--- src/rtl/olg_pkg.sv ---
package olg_pkg;

  // Default geometry
  localparam int COORD_WIDTH_DEF = 32;
  localparam int EDGE_POINTS_DEF = 3;

  // Register widths
  localparam int BL_W      = 8;
  localparam int MD_W      = 20;
  localparam int ML_W      = 3;
  localparam int CFG_W     = 20;
  localparam int CFG_IDX_W = 2;

  // Register reset values
  localparam logic [BL_W-1:0] BLOCK_LEN_RST  = 8'd10;
  localparam logic [MD_W-1:0] MAX_DIST_RST   = 20'd8192;
  localparam logic [ML_W-1:0] MISS_LIMIT_RST = 3'd5;

  // Register indexes
  localparam logic [CFG_IDX_W-1:0] CFG_BLOCK_LEN  = 2'd0;
  localparam logic [CFG_IDX_W-1:0] CFG_MAX_DIST   = 2'd1;
  localparam logic [CFG_IDX_W-1:0] CFG_MISS_LIMIT = 2'd2;

  // Sequencer states
  typedef enum logic [3:0] {
    S_IDLE,
    S_DIFF,
    S_MUL_X,
    S_MUL_Y,
    S_MUL_M,
    S_DECIDE,
    S_HEAD,
    S_DIV_X_GO,
    S_DIV_X,
    S_DIV_Y_GO,
    S_DIV_Y,
    S_AVG,
    S_FLUSH
  } olg_state_t;

endpackage

--- src/rtl/olg_in_if.sv ---
interface olg_in_if #(
  parameter int COORD_WIDTH = olg_pkg::COORD_WIDTH_DEF
);
  logic                          valid;
  logic                          ready;
  logic signed [COORD_WIDTH-1:0] x_in;
  logic signed [COORD_WIDTH-1:0] y_in;
  logic                          last_in;

  modport source (output valid, x_in, y_in, last_in, input ready);
  modport sink   (input valid, x_in, y_in, last_in, output ready);
endinterface

--- src/rtl/olg_out_if.sv ---
interface olg_out_if #(
  parameter int COORD_WIDTH = olg_pkg::COORD_WIDTH_DEF
);
  logic                          valid;
  logic                          ready;
  logic signed [COORD_WIDTH-1:0] x_out;
  logic signed [COORD_WIDTH-1:0] y_out;
  logic                          is_average;
  logic                          last_out;

  modport source (output valid, x_out, y_out, is_average, last_out, input ready);
  modport sink   (input valid, x_out, y_out, is_average, last_out, output ready);
endinterface

--- src/rtl/olg_div.sv ---
module olg_div #(
  parameter int DVD_W = olg_pkg::COORD_WIDTH_DEF + olg_pkg::BL_W,
  parameter int DVS_W = olg_pkg::BL_W
) (
  input  logic             clk,
  input  logic             rst,
  input  logic             start,
  input  logic [DVD_W-1:0] dividend,
  input  logic [DVS_W-1:0] divisor,
  output logic [DVD_W-1:0] quotient,
  output logic             done
);
  localparam int CNT_W = $clog2(DVD_W + 1);

  logic             busy;
  logic [CNT_W-1:0] cnt;
  logic [DVS_W-1:0] rem;
  logic [DVS_W-1:0] dvs;
  logic [DVD_W-1:0] dvd;
  logic [DVS_W:0]   rem_sh;
  logic             ge;
  logic [DVS_W:0]   rem_sub;

  // One restoring step: shift in the next dividend bit, subtract if it fits
  assign rem_sh  = {rem, dvd[DVD_W-1]};
  assign ge      = rem_sh >= {1'b0, dvs};
  assign rem_sub = rem_sh - {1'b0, dvs};

  // Sequence control
  always_ff @(posedge clk) begin
    if (rst) begin
      busy <= 1'b0;
      cnt  <= '0;
      done <= 1'b0;
    end else begin
      done <= busy && (cnt == CNT_W'(1));
      if (start) begin
        busy <= 1'b1;
        cnt  <= CNT_W'(DVD_W);
      end else if (busy) begin
        cnt <= cnt - CNT_W'(1);
        if (cnt == CNT_W'(1)) begin
          busy <= 1'b0;
        end
      end
    end
  end

  // Remainder and quotient shift register
  always_ff @(posedge clk) begin
    if (start) begin
      rem <= '0;
      dvs <= divisor;
      dvd <= dividend;
    end else if (busy) begin
      rem <= ge ? rem_sub[DVS_W-1:0] : rem_sh[DVS_W-1:0];
      dvd <= {dvd[DVD_W-2:0], ge};
    end
  end

  assign quotient = dvd;
endmodule

--- src/rtl/track_outlier_gate_block_average.sv ---
// Track point outlier gate with block-average decimation.
// Points enter on pt_in (x_in, y_in, last_in; valid/ready) and results leave on
// pt_out (x_out, y_out, is_average, last_out; valid/ready). Registers are
// written through cfg_we / cfg_index / cfg_data; the user must write them only
// while the block is idle, as the block itself does not enforce this. The block
// works on one point at a time: pt_in.ready is high only while the sequencer
// waits for a point. The gate steps through a difference, three passes through
// one shared 20x20 multiplier and a decision; a passed-through point then waits
// in S_HEAD until the output register is free to take it. When a group of
// points closes, one serial divider produces the x then the y average at one
// quotient bit per cycle. On the final point of a track the held points leave
// at one per cycle while the receiver takes them, the last marked. A finished
// result waits in the output register while a new point is taken; when the
// receiver stalls with the register full, the sequencer waits at its next
// result. Reset restores the register defaults and clears all track state; no
// clearing pass is needed.
module track_outlier_gate_block_average #(
  parameter int EDGE_POINTS = olg_pkg::EDGE_POINTS_DEF,
  parameter int COORD_WIDTH = olg_pkg::COORD_WIDTH_DEF
) (
  input  logic                           clk,
  input  logic                           rst,
  olg_in_if.sink                         pt_in,
  olg_out_if.source                      pt_out,
  input  logic                           cfg_we,
  input  logic [olg_pkg::CFG_IDX_W-1:0]  cfg_index,
  input  logic [olg_pkg::CFG_W-1:0]      cfg_data
);
  localparam int BL_W  = olg_pkg::BL_W;
  localparam int MD_W  = olg_pkg::MD_W;
  localparam int ML_W  = olg_pkg::ML_W;
  localparam int SUM_W = COORD_WIDTH + BL_W;
  localparam int CNT_W = $clog2(EDGE_POINTS + 1);
  localparam int DIF_W = COORD_WIDTH + 1;
  localparam int CMP_W = (DIF_W > MD_W) ? DIF_W : MD_W;
  localparam int SQ_W  = 2 * MD_W;

  olg_pkg::olg_state_t state, state_next;

  // Configuration registers
  logic [BL_W-1:0] block_len;
  logic [MD_W-1:0] max_dist;
  logic [ML_W-1:0] miss_limit;

  // Current point
  logic signed [COORD_WIDTH-1:0] px, py;
  logic                          plast;

  // Track state
  logic signed [COORD_WIDTH-1:0] ref_x, ref_y;
  logic                          have_ref;
  logic [ML_W-1:0]               miss_count;
  logic [CNT_W-1:0]              head_count;
  logic signed [COORD_WIDTH-1:0] hold_x [EDGE_POINTS];
  logic signed [COORD_WIDTH-1:0] hold_y [EDGE_POINTS];
  logic [CNT_W-1:0]              hold_fill;
  logic signed [SUM_W-1:0]       sum_x, sum_y;
  logic [BL_W-1:0]               group_count;

  // Gate datapath
  logic signed [DIF_W-1:0] dx, dy;
  logic [DIF_W-1:0]        adx, ady;
  logic [CMP_W-1:0]        ax_ext, ay_ext;
  logic [MD_W-1:0]         ax, ay;
  logic                    far;
  logic                    far_now;
  logic [MD_W-1:0]         mul_a;
  logic [SQ_W-1:0]         mul_p;
  logic [SQ_W-1:0]         prod;
  logic [SQ_W:0]           dist_acc;
  logic                    pass;
  logic                    accept;
  logic                    head_full;
  logic                    hold_full;
  logic [BL_W-1:0]         blk;
  logic [BL_W:0]           gc_inc;
  logic                    close;

  // Averaging
  logic                    div_start;
  logic [SUM_W-1:0]        div_dvd;
  logic [SUM_W-1:0]        div_q;
  logic [SUM_W-1:0]        div_q_neg;
  logic                    div_done;
  logic [SUM_W-1:0]        mag_x, mag_y;
  logic signed [COORD_WIDTH-1:0] avg_x, avg_y;

  // Output register
  logic                          o_valid;
  logic signed [COORD_WIDTH-1:0] o_x, o_y;
  logic                          o_avg, o_last;
  logic                          slot_free;
  logic                          emit;

  // Configuration writes
  always_ff @(posedge clk) begin
    if (rst) begin
      block_len  <= olg_pkg::BLOCK_LEN_RST;
      max_dist   <= olg_pkg::MAX_DIST_RST;
      miss_limit <= olg_pkg::MISS_LIMIT_RST;
    end else if (cfg_we) begin
      unique case (cfg_index)
        olg_pkg::CFG_BLOCK_LEN:  block_len  <= cfg_data[BL_W-1:0];
        olg_pkg::CFG_MAX_DIST:   max_dist   <= cfg_data[MD_W-1:0];
        olg_pkg::CFG_MISS_LIMIT: miss_limit <= cfg_data[ML_W-1:0];
        default: ;
      endcase
    end
  end

  // Distance to the reference, per axis
  assign dx      = {px[COORD_WIDTH-1], px} - {ref_x[COORD_WIDTH-1], ref_x};
  assign dy      = {py[COORD_WIDTH-1], py} - {ref_y[COORD_WIDTH-1], ref_y};
  assign adx     = dx[DIF_W-1] ? DIF_W'(-dx) : DIF_W'(dx);
  assign ady     = dy[DIF_W-1] ? DIF_W'(-dy) : DIF_W'(dy);
  assign ax_ext  = CMP_W'(adx);
  assign ay_ext  = CMP_W'(ady);
  assign far_now = (ax_ext >= CMP_W'(max_dist)) || (ay_ext >= CMP_W'(max_dist));

  // Shared squaring multiplier
  always_comb begin
    unique case (state)
      olg_pkg::S_MUL_X: mul_a = ax;
      olg_pkg::S_MUL_Y: mul_a = ay;
      default:          mul_a = max_dist;
    endcase
  end
  assign mul_p = mul_a * mul_a;

  // Gate decision and grouping
  assign pass      = !far && (dist_acc < {1'b0, prod});
  assign accept    = !have_ref || pass;
  assign head_full = head_count == CNT_W'(EDGE_POINTS);
  assign hold_full = hold_fill == CNT_W'(EDGE_POINTS);
  assign blk       = (block_len == '0) ? BL_W'(1) : block_len;
  assign gc_inc    = {1'b0, group_count} + (BL_W + 1)'(1);
  assign close     = hold_full && (gc_inc >= {1'b0, blk});

  // Divider operands
  assign mag_x     = sum_x[SUM_W-1] ? SUM_W'(-sum_x) : SUM_W'(sum_x);
  assign mag_y     = sum_y[SUM_W-1] ? SUM_W'(-sum_y) : SUM_W'(sum_y);
  assign div_start = (state == olg_pkg::S_DIV_X_GO) || (state == olg_pkg::S_DIV_Y_GO);
  assign div_dvd   = (state == olg_pkg::S_DIV_Y_GO) ? mag_y : mag_x;
  assign div_q_neg = ~div_q + SUM_W'(1);

  olg_div #(
    .DVD_W (SUM_W),
    .DVS_W (BL_W)
  ) u_div (
    .clk      (clk),
    .rst      (rst),
    .start    (div_start),
    .dividend (div_dvd),
    .divisor  (group_count),
    .quotient (div_q),
    .done     (div_done)
  );

  assign slot_free = !o_valid || pt_out.ready;

  // Sequencer: next state and strobes
  always_comb begin
    state_next  = state;
    pt_in.ready = 1'b0;
    emit        = 1'b0;
    unique case (state)
      olg_pkg::S_IDLE: begin
        pt_in.ready = 1'b1;
        if (pt_in.valid) state_next = olg_pkg::S_DIFF;
      end
      olg_pkg::S_DIFF:  state_next = olg_pkg::S_MUL_X;
      olg_pkg::S_MUL_X: state_next = olg_pkg::S_MUL_Y;
      olg_pkg::S_MUL_Y: state_next = olg_pkg::S_MUL_M;
      olg_pkg::S_MUL_M: state_next = olg_pkg::S_DECIDE;
      olg_pkg::S_DECIDE: begin
        priority if (accept && !head_full) state_next = olg_pkg::S_HEAD;
        else if (accept && close)          state_next = olg_pkg::S_DIV_X_GO;
        else if (plast)                    state_next = olg_pkg::S_FLUSH;
        else                               state_next = olg_pkg::S_IDLE;
      end
      olg_pkg::S_HEAD, olg_pkg::S_AVG: begin
        if (slot_free) begin
          emit       = 1'b1;
          state_next = plast ? olg_pkg::S_FLUSH : olg_pkg::S_IDLE;
        end
      end
      olg_pkg::S_DIV_X_GO: state_next = olg_pkg::S_DIV_X;
      olg_pkg::S_DIV_X: begin
        if (div_done) state_next = olg_pkg::S_DIV_Y_GO;
      end
      olg_pkg::S_DIV_Y_GO: state_next = olg_pkg::S_DIV_Y;
      olg_pkg::S_DIV_Y: begin
        if (div_done) state_next = olg_pkg::S_AVG;
      end
      olg_pkg::S_FLUSH: begin
        if (hold_fill == '0) begin
          state_next = olg_pkg::S_IDLE;
        end else if (slot_free) begin
          emit = 1'b1;
        end
      end
      default: state_next = olg_pkg::S_IDLE;
    endcase
  end

  // State register
  always_ff @(posedge clk) begin
    if (rst) state <= olg_pkg::S_IDLE;
    else     state <= state_next;
  end

  // Track state updates
  always_ff @(posedge clk) begin
    if (rst) begin
      ref_x       <= '0;
      ref_y       <= '0;
      have_ref    <= 1'b0;
      miss_count  <= '0;
      head_count  <= '0;
      hold_fill   <= '0;
      sum_x       <= '0;
      sum_y       <= '0;
      group_count <= '0;
    end else begin
      unique case (state)
        olg_pkg::S_DECIDE: begin
          if (accept) begin
            ref_x      <= px;
            ref_y      <= py;
            have_ref   <= 1'b1;
            miss_count <= '0;
            if (!head_full) begin
              head_count <= head_count + CNT_W'(1);
            end else if (hold_full) begin
              // oldest held point joins the running group
              sum_x       <= sum_x + SUM_W'(hold_x[0]);
              sum_y       <= sum_y + SUM_W'(hold_y[0]);
              group_count <= gc_inc[BL_W-1:0];
            end else begin
              hold_fill <= hold_fill + CNT_W'(1);
            end
          end else if (miss_count < miss_limit) begin
            miss_count <= miss_count + ML_W'(1);
          end else begin
            ref_x <= px;
            ref_y <= py;
          end
        end
        olg_pkg::S_AVG: begin
          if (emit) begin
            sum_x       <= '0;
            sum_y       <= '0;
            group_count <= '0;
          end
        end
        olg_pkg::S_FLUSH: begin
          if (hold_fill == '0) begin
            // end of track: drop partial group and forget the reference
            ref_x       <= '0;
            ref_y       <= '0;
            have_ref    <= 1'b0;
            miss_count  <= '0;
            head_count  <= '0;
            sum_x       <= '0;
            sum_y       <= '0;
            group_count <= '0;
          end else if (emit) begin
            hold_fill <= hold_fill - CNT_W'(1);
          end
        end
        default: ;
      endcase
    end
  end

  // Payload registers: point capture, gate operands, delay line, averages
  always_ff @(posedge clk) begin
    if (state == olg_pkg::S_IDLE && pt_in.valid) begin
      px    <= pt_in.x_in;
      py    <= pt_in.y_in;
      plast <= pt_in.last_in;
    end
    if (state == olg_pkg::S_DIFF) begin
      ax  <= ax_ext[MD_W-1:0];
      ay  <= ay_ext[MD_W-1:0];
      far <= far_now;
    end
    if (state == olg_pkg::S_MUL_X || state == olg_pkg::S_MUL_Y ||
        state == olg_pkg::S_MUL_M) begin
      prod <= mul_p;
    end
    if (state == olg_pkg::S_MUL_Y) dist_acc <= {1'b0, prod};
    if (state == olg_pkg::S_MUL_M) dist_acc <= dist_acc + {1'b0, prod};

    // Delay line: append, or shift out the oldest
    if (state == olg_pkg::S_DECIDE && accept && head_full) begin
      for (int i = 0; i < EDGE_POINTS; i++) begin
        if (hold_full) begin
          if (i == EDGE_POINTS - 1) begin
            hold_x[i] <= px;
            hold_y[i] <= py;
          end else begin
            hold_x[i] <= hold_x[i+1];
            hold_y[i] <= hold_y[i+1];
          end
        end else if (CNT_W'(i) == hold_fill) begin
          hold_x[i] <= px;
          hold_y[i] <= py;
        end
      end
    end else if (state == olg_pkg::S_FLUSH && emit) begin
      for (int i = 0; i < EDGE_POINTS - 1; i++) begin
        hold_x[i] <= hold_x[i+1];
        hold_y[i] <= hold_y[i+1];
      end
    end

    // Signed averages, truncated toward zero
    if (state == olg_pkg::S_DIV_X && div_done) begin
      avg_x <= sum_x[SUM_W-1] ? div_q_neg[COORD_WIDTH-1:0] : div_q[COORD_WIDTH-1:0];
    end
    if (state == olg_pkg::S_DIV_Y && div_done) begin
      avg_y <= sum_y[SUM_W-1] ? div_q_neg[COORD_WIDTH-1:0] : div_q[COORD_WIDTH-1:0];
    end
  end

  // Output register
  always_ff @(posedge clk) begin
    if (rst) begin
      o_valid <= 1'b0;
    end else if (emit) begin
      o_valid <= 1'b1;
    end else if (pt_out.ready) begin
      o_valid <= 1'b0;
    end
  end

  always_ff @(posedge clk) begin
    if (emit) begin
      unique case (state)
        olg_pkg::S_HEAD: begin
          o_x    <= px;
          o_y    <= py;
          o_avg  <= 1'b0;
          o_last <= plast;
        end
        olg_pkg::S_AVG: begin
          o_x    <= avg_x;
          o_y    <= avg_y;
          o_avg  <= 1'b1;
          o_last <= 1'b0;
        end
        default: begin
          o_x    <= hold_x[0];
          o_y    <= hold_y[0];
          o_avg  <= 1'b0;
          o_last <= hold_fill == CNT_W'(1);
        end
      endcase
    end
  end

  assign pt_out.valid      = o_valid;
  assign pt_out.x_out      = o_x;
  assign pt_out.y_out      = o_y;
  assign pt_out.is_average = o_avg;
  assign pt_out.last_out   = o_last;
endmodule

--- src/flat_wrapper.sv ---
// flat-port wrapper written by rule: the top's interface ports become plain ports
module track_outlier_gate_block_average_flat 
#(
  parameter int EDGE_POINTS = olg_pkg::EDGE_POINTS_DEF,
  parameter int COORD_WIDTH = olg_pkg::COORD_WIDTH_DEF
)
  (clk, rst, cfg_we, cfg_index, cfg_data, pt_in_valid, pt_in_x_in, pt_in_y_in, pt_in_last_in, pt_in_ready, pt_out_valid, pt_out_x_out, pt_out_y_out, pt_out_is_average, pt_out_last_out, pt_out_ready);
  olg_in_if #(.COORD_WIDTH(COORD_WIDTH)) pt_in_i ();
  olg_out_if #(.COORD_WIDTH(COORD_WIDTH)) pt_out_i ();
  input  logic clk;
  input  logic rst;
  input  logic cfg_we;
  input  logic [olg_pkg::CFG_IDX_W-1:0] cfg_index;
  input  logic [olg_pkg::CFG_W-1:0] cfg_data;
  input wire logic [$bits(pt_in_i.valid)-1:0] pt_in_valid;
  input wire logic [$bits(pt_in_i.x_in)-1:0] pt_in_x_in;
  input wire logic [$bits(pt_in_i.y_in)-1:0] pt_in_y_in;
  input wire logic [$bits(pt_in_i.last_in)-1:0] pt_in_last_in;
  output wire logic [$bits(pt_in_i.ready)-1:0] pt_in_ready;
  output wire logic [$bits(pt_out_i.valid)-1:0] pt_out_valid;
  output wire logic [$bits(pt_out_i.x_out)-1:0] pt_out_x_out;
  output wire logic [$bits(pt_out_i.y_out)-1:0] pt_out_y_out;
  output wire logic [$bits(pt_out_i.is_average)-1:0] pt_out_is_average;
  output wire logic [$bits(pt_out_i.last_out)-1:0] pt_out_last_out;
  input wire logic [$bits(pt_out_i.ready)-1:0] pt_out_ready;
  assign pt_in_i.valid = pt_in_valid;
  assign pt_in_i.x_in = pt_in_x_in;
  assign pt_in_i.y_in = pt_in_y_in;
  assign pt_in_i.last_in = pt_in_last_in;
  assign pt_in_ready = pt_in_i.ready;
  assign pt_out_valid = pt_out_i.valid;
  assign pt_out_x_out = pt_out_i.x_out;
  assign pt_out_y_out = pt_out_i.y_out;
  assign pt_out_is_average = pt_out_i.is_average;
  assign pt_out_last_out = pt_out_i.last_out;
  assign pt_out_i.ready = pt_out_ready;
  track_outlier_gate_block_average #(.EDGE_POINTS(EDGE_POINTS), .COORD_WIDTH(COORD_WIDTH)) u_core (.clk(clk), .rst(rst), .pt_in(pt_in_i), .pt_out(pt_out_i), .cfg_we(cfg_we), .cfg_index(cfg_index), .cfg_data(cfg_data));
endmodule
--- config.mk ---
export PLATFORM = sky130hd
export DESIGN_NAME = track_outlier_gate_block_average_flat
export DESIGN_NICKNAME = d
export VERILOG_FILES = /design/src/rtl/olg_pkg.sv /design/src/rtl/olg_in_if.sv /design/src/rtl/olg_out_if.sv /design/src/rtl/olg_div.sv /design/src/rtl/track_outlier_gate_block_average.sv /design/src/flat_wrapper.sv
export SDC_FILE = /design/constraint.sdc
export NUM_CORES = 2
export LEC_CHECK = 0
export BUFFER_PORTS_ARGS = -buffer_cell sky130_fd_sc_hd__buf_2
export CAP_MARGIN = 20
export CORE_MARGIN = 4
export CORE_UTILIZATION = 50
export CTS_BUF_LIST = sky130_fd_sc_hd__clkbuf_4
export CTS_CLUSTER_DIAMETER = 100
export CTS_CLUSTER_SIZE = 40
export DETAILED_ROUTE_END_ITERATION = 8
export HOLD_SLACK_MARGIN = 0.1
export PLACE_DENSITY_LB_ADDON = 0.2
export SYNTH_ARGS = -nofsm -noshare
export SYNTH_HDL_FRONTEND = slang
export SYNTH_SLANG_ARGS = --single-unit
--- constraint.sdc ---
create_clock -name clk -period 12.65 [get_ports clk]
set_input_delay 0.6325 -clock clk [delete_from_list [all_inputs] [get_ports clk]]
set_output_delay 0.6325 -clock clk [all_outputs]
set_load 0.03 [all_outputs]
* Yosys cells after proc, flatten, opt, wreduce, memory -nomap -nowiden
Memory sizes are Yosys's and may differ from the RTL's.
Cells that the tools add are included.
** Word-level totals
- Bits in registers :: 577
- Bits in latches :: 0
- RAM bits :: 192
- Bits in read-only memories :: 0
- Input bits :: 92
- Word-level logic and storage cells :: 255
- Memories kept :: 2
** Memories
- u_core.hold_x :: depth 3, width 32, read ports 3, clocked after memory_dff 0, wr ports 3, RTL line track_outlier_gate_block_average.sv:54 : logic signed [COORD_WIDTH-1:0] hold_x [EDGE_POINTS];
- u_core.hold_y :: depth 3, width 32, read ports 3, clocked after memory_dff 0, wr ports 3, RTL line track_outlier_gate_block_average.sv:55 : logic signed [COORD_WIDTH-1:0] hold_y [EDGE_POINTS];
** Cells by class
- Add/sub/neg operators :: 17
- Multiply operators :: 1
- Div/mod/pow operators :: 0
- $lt $le $gt $ge :: 6
- Equality and inequality tests :: 35
- Shifts and indexed selects :: 0
- Muxes and demuxes :: 106
- Bitwise gates (word level) :: 11
- Reduce and logical (&&, ||, !) cells :: 42
** Operators with widths (count)
- 32-bit two-way mux :: 17
- 40-bit two-way mux :: 13
- 32-bit case mux with 2 select lines :: 4
- 40-bit case mux with 3 select lines :: 2
- 41-bit two-way mux :: 2
- 40-bit by 32-bit adder with 40-bit output :: 2
- 40-bit negation :: 2
- 33-bit by 20-bit greater-or-equal comparator with 1-bit output :: 2
- 33-bit two-way mux :: 2
- 33-bit negation :: 2
- 32-bit by 32-bit subtractor with 33-bit output :: 2
- 8-bit two-way mux :: 7
- 4-bit case mux with 12 select lines :: 1
- 41-bit by 40-bit adder with 41-bit output :: 1
- 41-bit by 40-bit < comparator with 1-bit output :: 1
- 20-bit by 20-bit multiplier with 40-bit output :: 1
- 20-bit case mux with 2 select lines :: 1
- 32-bit by 1-bit adder with 32-bit output (second input constant) :: 1
- 4-bit two-way mux :: 8
- 32-bit NOT :: 1
- 1-bit two-way mux :: 29
- 8-bit case mux with 3 select lines :: 1
- 4-bit equality test (second input constant) :: 5
- 9-bit by 8-bit greater-or-equal comparator with 1-bit output :: 2
- 40 further kinds :: 109

* Longest topological paths before layout
- Depth after elaboration :: 10
- Gate-level depth with buffers :: 35
- Depth with buffers taken out :: 33

* Cells and area by module
Synthesis repeated with hierarchy kept, for this count alone.
** Unflattened totals
- Cells, all modules :: 5830
- Area total of the unflattened synthesis :: 56674.4 µm²
** By module, submodules not included
- track_outlier_gate_block_average :: times used 1, cells an instance 5608, area an instance 53657.7 µm², seq. area each 19178.4 µm²
- olg_div :: times used 1, cells an instance 222, area an instance 3016.6 µm², seq. area each 1761.7 µm²

* Worst setup path before layout
Ideal clock, no wire load.
- Kind :: register to register
- From :: register u_core.state[0]
- To :: register u_core.prod[33], data pin
- Setup time :: 0.265 ns
- Data arrival time :: 8.655 ns
- Required time :: 12.385 ns
- Setup slack :: 3.730 ns
- Stages on the path, launching flop included :: 36
- Clock period less this slack :: 8.920 ns
- Cell sequence :: dfxtp_1 > clkbuf_1 > buf_1 > clkbuf_1 > mux2i_1 > a21o_1 > inv_1 > clkbuf_1 > nand2_1 > fa_1 > inv_1 > fa_1 > inv_1 > fa_1 > inv_1 > fa_1 > inv_1 > fa_1 > inv_1 > fa_1 > inv_1 > fa_1 > inv_1 > ha_1 > a21oi_1 > nor2b_1 > a211o_1 > a31o_2 > a22o_1 > o311ai_0 > o21ai_0 > nand3_1 > nand2_1 > a221oi_1 > o21ai_0 > xor2_1
** Between the ends
- Word-level cells in the longest chain between the ends :: 3
- Elaborated cells on any way between the ends :: 4
- Those cells by class :: 1 x mul; 2 x eq/ne; 1 x mux
** Ends and longest elaborated chain
- from (decl) :: RTL line track_outlier_gate_block_average.sv:38 : olg_pkg::olg_state_t state, state_next;
- from (signal assigned) :: RTL line track_outlier_gate_block_average.sv:208 : if (rst) state <= olg_pkg::S_IDLE;
- from (signal assigned) :: RTL line track_outlier_gate_block_average.sv:209 : else state <= state_next;
- 4-bit by 2-bit equality test with 1-bit output :: RTL line track_outlier_gate_block_average.sv:122 : unique case (state)
- 20-bit case mux with 2 select lines (*) :: RTL line track_outlier_gate_block_average.sv:122
- 20-bit by 20-bit multiplier with 40-bit output (*) :: RTL line track_outlier_gate_block_average.sv:128 : assign mul_p = mul_a * mul_a;
- named net u_core.mul_p[33] :: RTL line track_outlier_gate_block_average.sv:68 : logic [SQ_W-1:0] mul_p;
- to (signal assigned) :: RTL line track_outlier_gate_block_average.sv:290 : prod <= mul_p;
- to (decl) :: RTL line track_outlier_gate_block_average.sv:69 : logic [SQ_W-1:0] prod;
The timed path passes the listed nets; every way through them passes the cells marked *.
A chain may end at the register's enable or synchronous reset.

* Final worst setup path
- From :: register u_core.state[1]
- To :: register u_core.prod[33], data pin
Same word-level chain as after synthesis.

==> results.yml <==
outcome:
  outcome: "finished clean"
yosys:
  synth-adder-area-share: 0.2000
  synth_compound_area_frac: 0.1439
  ys_seq_elements: 768
  synthTopCellsByArea: "edfxtp_1 (30%), fa_1 (10%), ha_1 (9.9%)"
  ys_types: 95
  synth_area_leader_cell: "edfxtp_1"
  synthXorXnorAreaFrac: 0.06144
  syn-mean-instance-area_um2: 9.713
  synthCells: 5797
  synth_top_family_by_area: "adder cells"
  synth_top_area_frac: 0.2965
  synthArstFlopShare: 0
  synth-simple-area-share: 0.1351
  synth_warnings: 0
  synth_most_common_cell: "nand2_1"
  syn_nets: 6617
  yosys-mux-area-fraction: 0.03178
  synth_enable_flop_cells: 556
  ys.flop_type: "edfxtp_1"
  synth.yosys.seq_area_share: 0.3719
  synth_commonest_cells: "nand2_1 (637), inv_1 (600), edfxtp_1 (556), ha_1 (445), nor2_1 (409)"
  syn_area_um2: 56310
worst_setup_path:
  path_max_fanout: 46
  worstSetupEndpointType: "flip-flop"
  cp_slowest_cell: "o311ai_0"
  r2r_start: "u_core.state[1]$_SDFFE_PP0P_"
  critPathKind: "flip-flop to flip-flop"
  cp-startpoint: "u_core.state[1]$_SDFFE_PP0P_"
  critPathArrivalTime_ns: 10.97
  cp_slowest_stage_delay_ns: 0.83
  start_kind: "flip-flop"
  crit_required_ns: 13.42
  reg2regPathDepth: 33
  cp_common_cell: "inv_1"
floorplan:
  die_w_um: 343.6
  rows: 122
  io_pins: 160
  dieHeight_um: 343.6
  die-area_um2: 118000
  core_um2: 111300
  initial_core_util: 0.5060
clock_tree:
  clock-root-buffer: "clkbuf_4"
  clk_latency_ns: 1.17
  clock_path_buffers: 3
  post-cts-setup-buffers: 0
  path_clk_slew_ns: 0.38
  cts_tree: "done"
  h-tree-depth: 2
  post_cts_resized: 0
  cts-buffers-inserted: 35
  cts_sinks: 768
  ctsHoldBuffers: 144
finish:
  fin_area_um2: 60890
  syn2layout_area_growth_pct: 8.142
  fin_nets: 6787
  finalNonFillerCells: 7495
  regArea_um2: 20940
  drive_above_1_share: 0.08325
  multi_input_area_um2: 32360
  nFillCells: 10020
power:
  combPwrFrac: 0.506
  power_density_nw_per_um2: 142.6
  switching_share: 0.4336
  p_int_mw: 4.919
  p_sw_mw: 3.765
  seq_power_share: 0.362
  p_leak_nw: 25.38
  p_clk_frac: 0.132
  irDropWorstVdd_mv: 0.1997
placed_design:
  place_inst: 7271
  place.gp.congestion: 0.9584
  hpwlAfterDp_mm: 122.6
  dpl-instance-area_um2: 58640
  pre_cts_ws_ns: 2.468
  portBuffers: 159
timing:
  setup_viol_count_final: 0
  holdWs_ns: 0.2045
  slew-limit-headroom: 0.2357
  finalHoldViolCount: 0
  worst_slew_pin_slew_ns: 1.142
  rsz0062_at_grt: "false"
  final.setup_skew_ns: 0.1840
  final_max_slew_viol_count: 0
  post-route-period-util: 0.8062
  fin_crit_ns: 10.20
  fin_ws_ns: 2.452
  fmax_mhz: 98.06
  setup_tns_ns: 0
routing:
  postRouteAntennaNets: 0
  vias: 43250
  via_per_inst: 5.771
  drt-total-wl_mm: 163.1
  drtIter0Drc: 3540
  dr.pass1.iters: 8
  drc: 0
  wl_per_cell_um: 21.76
grt:
  grt_max_degree: 79
  grt_pass1_wl_mm: 250.1
  antenna_found_initial: 11
  grt.total_usage: 0.2734
  grt_pass1_vias: 42660
  overflow: 0
flow_run:
  max_cap_viol_count: 0
hold_path:
  hp-class: "input pin to flip-flop"
  holdPathStages: 2
  min_from: "pt_in_x_in[9]"
==> logic make-up after synthesis <==
group	after synthesis
flops	768
simple gates	1655
fa+ha+maj	731
buf+inv	832
compound gates	1254
xor+xnor	395
mux	162
==> state kept, by name, summed over array words and instances, names as in the netlist, 39 cells and up <==
name,cells
u_core.hold_x,96
u_core.hold_y,96
u_core.sum_y,40
u_core.prod,39
u_core.dist_acc,41
u_core.u_div.quotient,40
u_core.sum_x,40
==> worst max-delay path: cells and delay by family, from the launching register on <==
| family | cells | cell delay, ns |
|---|---|---|
| buffers and inverters | 9 | 1.21 |
| AO/OA/AOI/OAI | 9 | 3.03 |
| adder cells (fa/ha/maj) | 8 | 3.99 |
| AND/OR/NAND/NOR | 6 | 0.86 |
| flip-flops | 1 | 0.67 |
| XOR/XNOR | 1 | 0.16 |
==> power groups by stage <==
stage / Combinational (mW) / Clock [mW] / Sequential, mW
2_1_floorplan: 3.08 / 0 / 3.11
3_3_place_gp: 4.28 / 0 / 3.19
3_5_place_dp: 4.34 / 0 / 3.20
4_1_cts: 4.41 / 1.17 / 3.14
5_1_grt: 4.90 / 1.26 / 3.16
6_report: 4.40 / 1.14 / 3.14
==> cells in the final DEF (no fill, tap or decap), drive strengths merged, types with 26 or more instances in the layout <==
cell type,instances
a211o,27
a211oi,29
a21o,129
a21oi,366
a22oi,117
a31oi,29
and3,35
buf,215
clkbuf,41
dfxtp,212
dlygate4sd3,144
edfxtp,556
fa,283
ha,445
inv,608
mux2,134
mux2i,28
nand2,637
nand2b,53
nand3,137
nand4,43
nor2,409
nor2b,51
nor3,89
nor4,26
o211ai,47
o21a,28
o21ai,245
o21bai,55
o31ai,44
or2,35
or3,52
xnor2,238
xor2,157
==> final timing paths <==
kind | endpoint | slack, ns
max | u_core.prod[33]$_DFFE_PP_ | 2.45
min | u_core.px[9]$_DFFE_PP_ | 0.20
max reg2reg | u_core.prod[33]$_DFFE_PP_ | 2.45
min reg2reg | u_core.hold_y[0][36]$_DFFE_PP_ | 0.45
==> per-layer routing <==
| metal | global-route usage | up-vias | routed length [µm] |
|---|---|---|---|
| met2 | 0.4786 | 1273 | 80610 |
| met1 | 0.3469 | 21180 | 66170 |
| li1 | - | 20520 | - |
| met5 | 0 | - | 23 |
| met4 | 0.1154 | 4 | 7981 |
| met3 | 0.02584 | 281 | 8300 |
==> through the flow <==
step                        util  power, mW
after floorplan                -      6.184
after global placement    0.5269      7.468
after detailed placement  0.5270      7.533
after CTS                 0.5464      8.733
after global routing      0.5471      9.315
final                     0.5472      8.684
==> layout make-up <==
type	instances	share of cell area
well taps	1488	0.03058
diodes	13	0.0005343
flip-flops and latches	768	0.3439
clock inverters	23	0.006843
clock buffers	41	0.005055
repair buffers	359	0.04418
multi-input cells	4197	0.5315
inverters	606	0.03736
No activity file was read; power rests on OpenSTA's default activity.
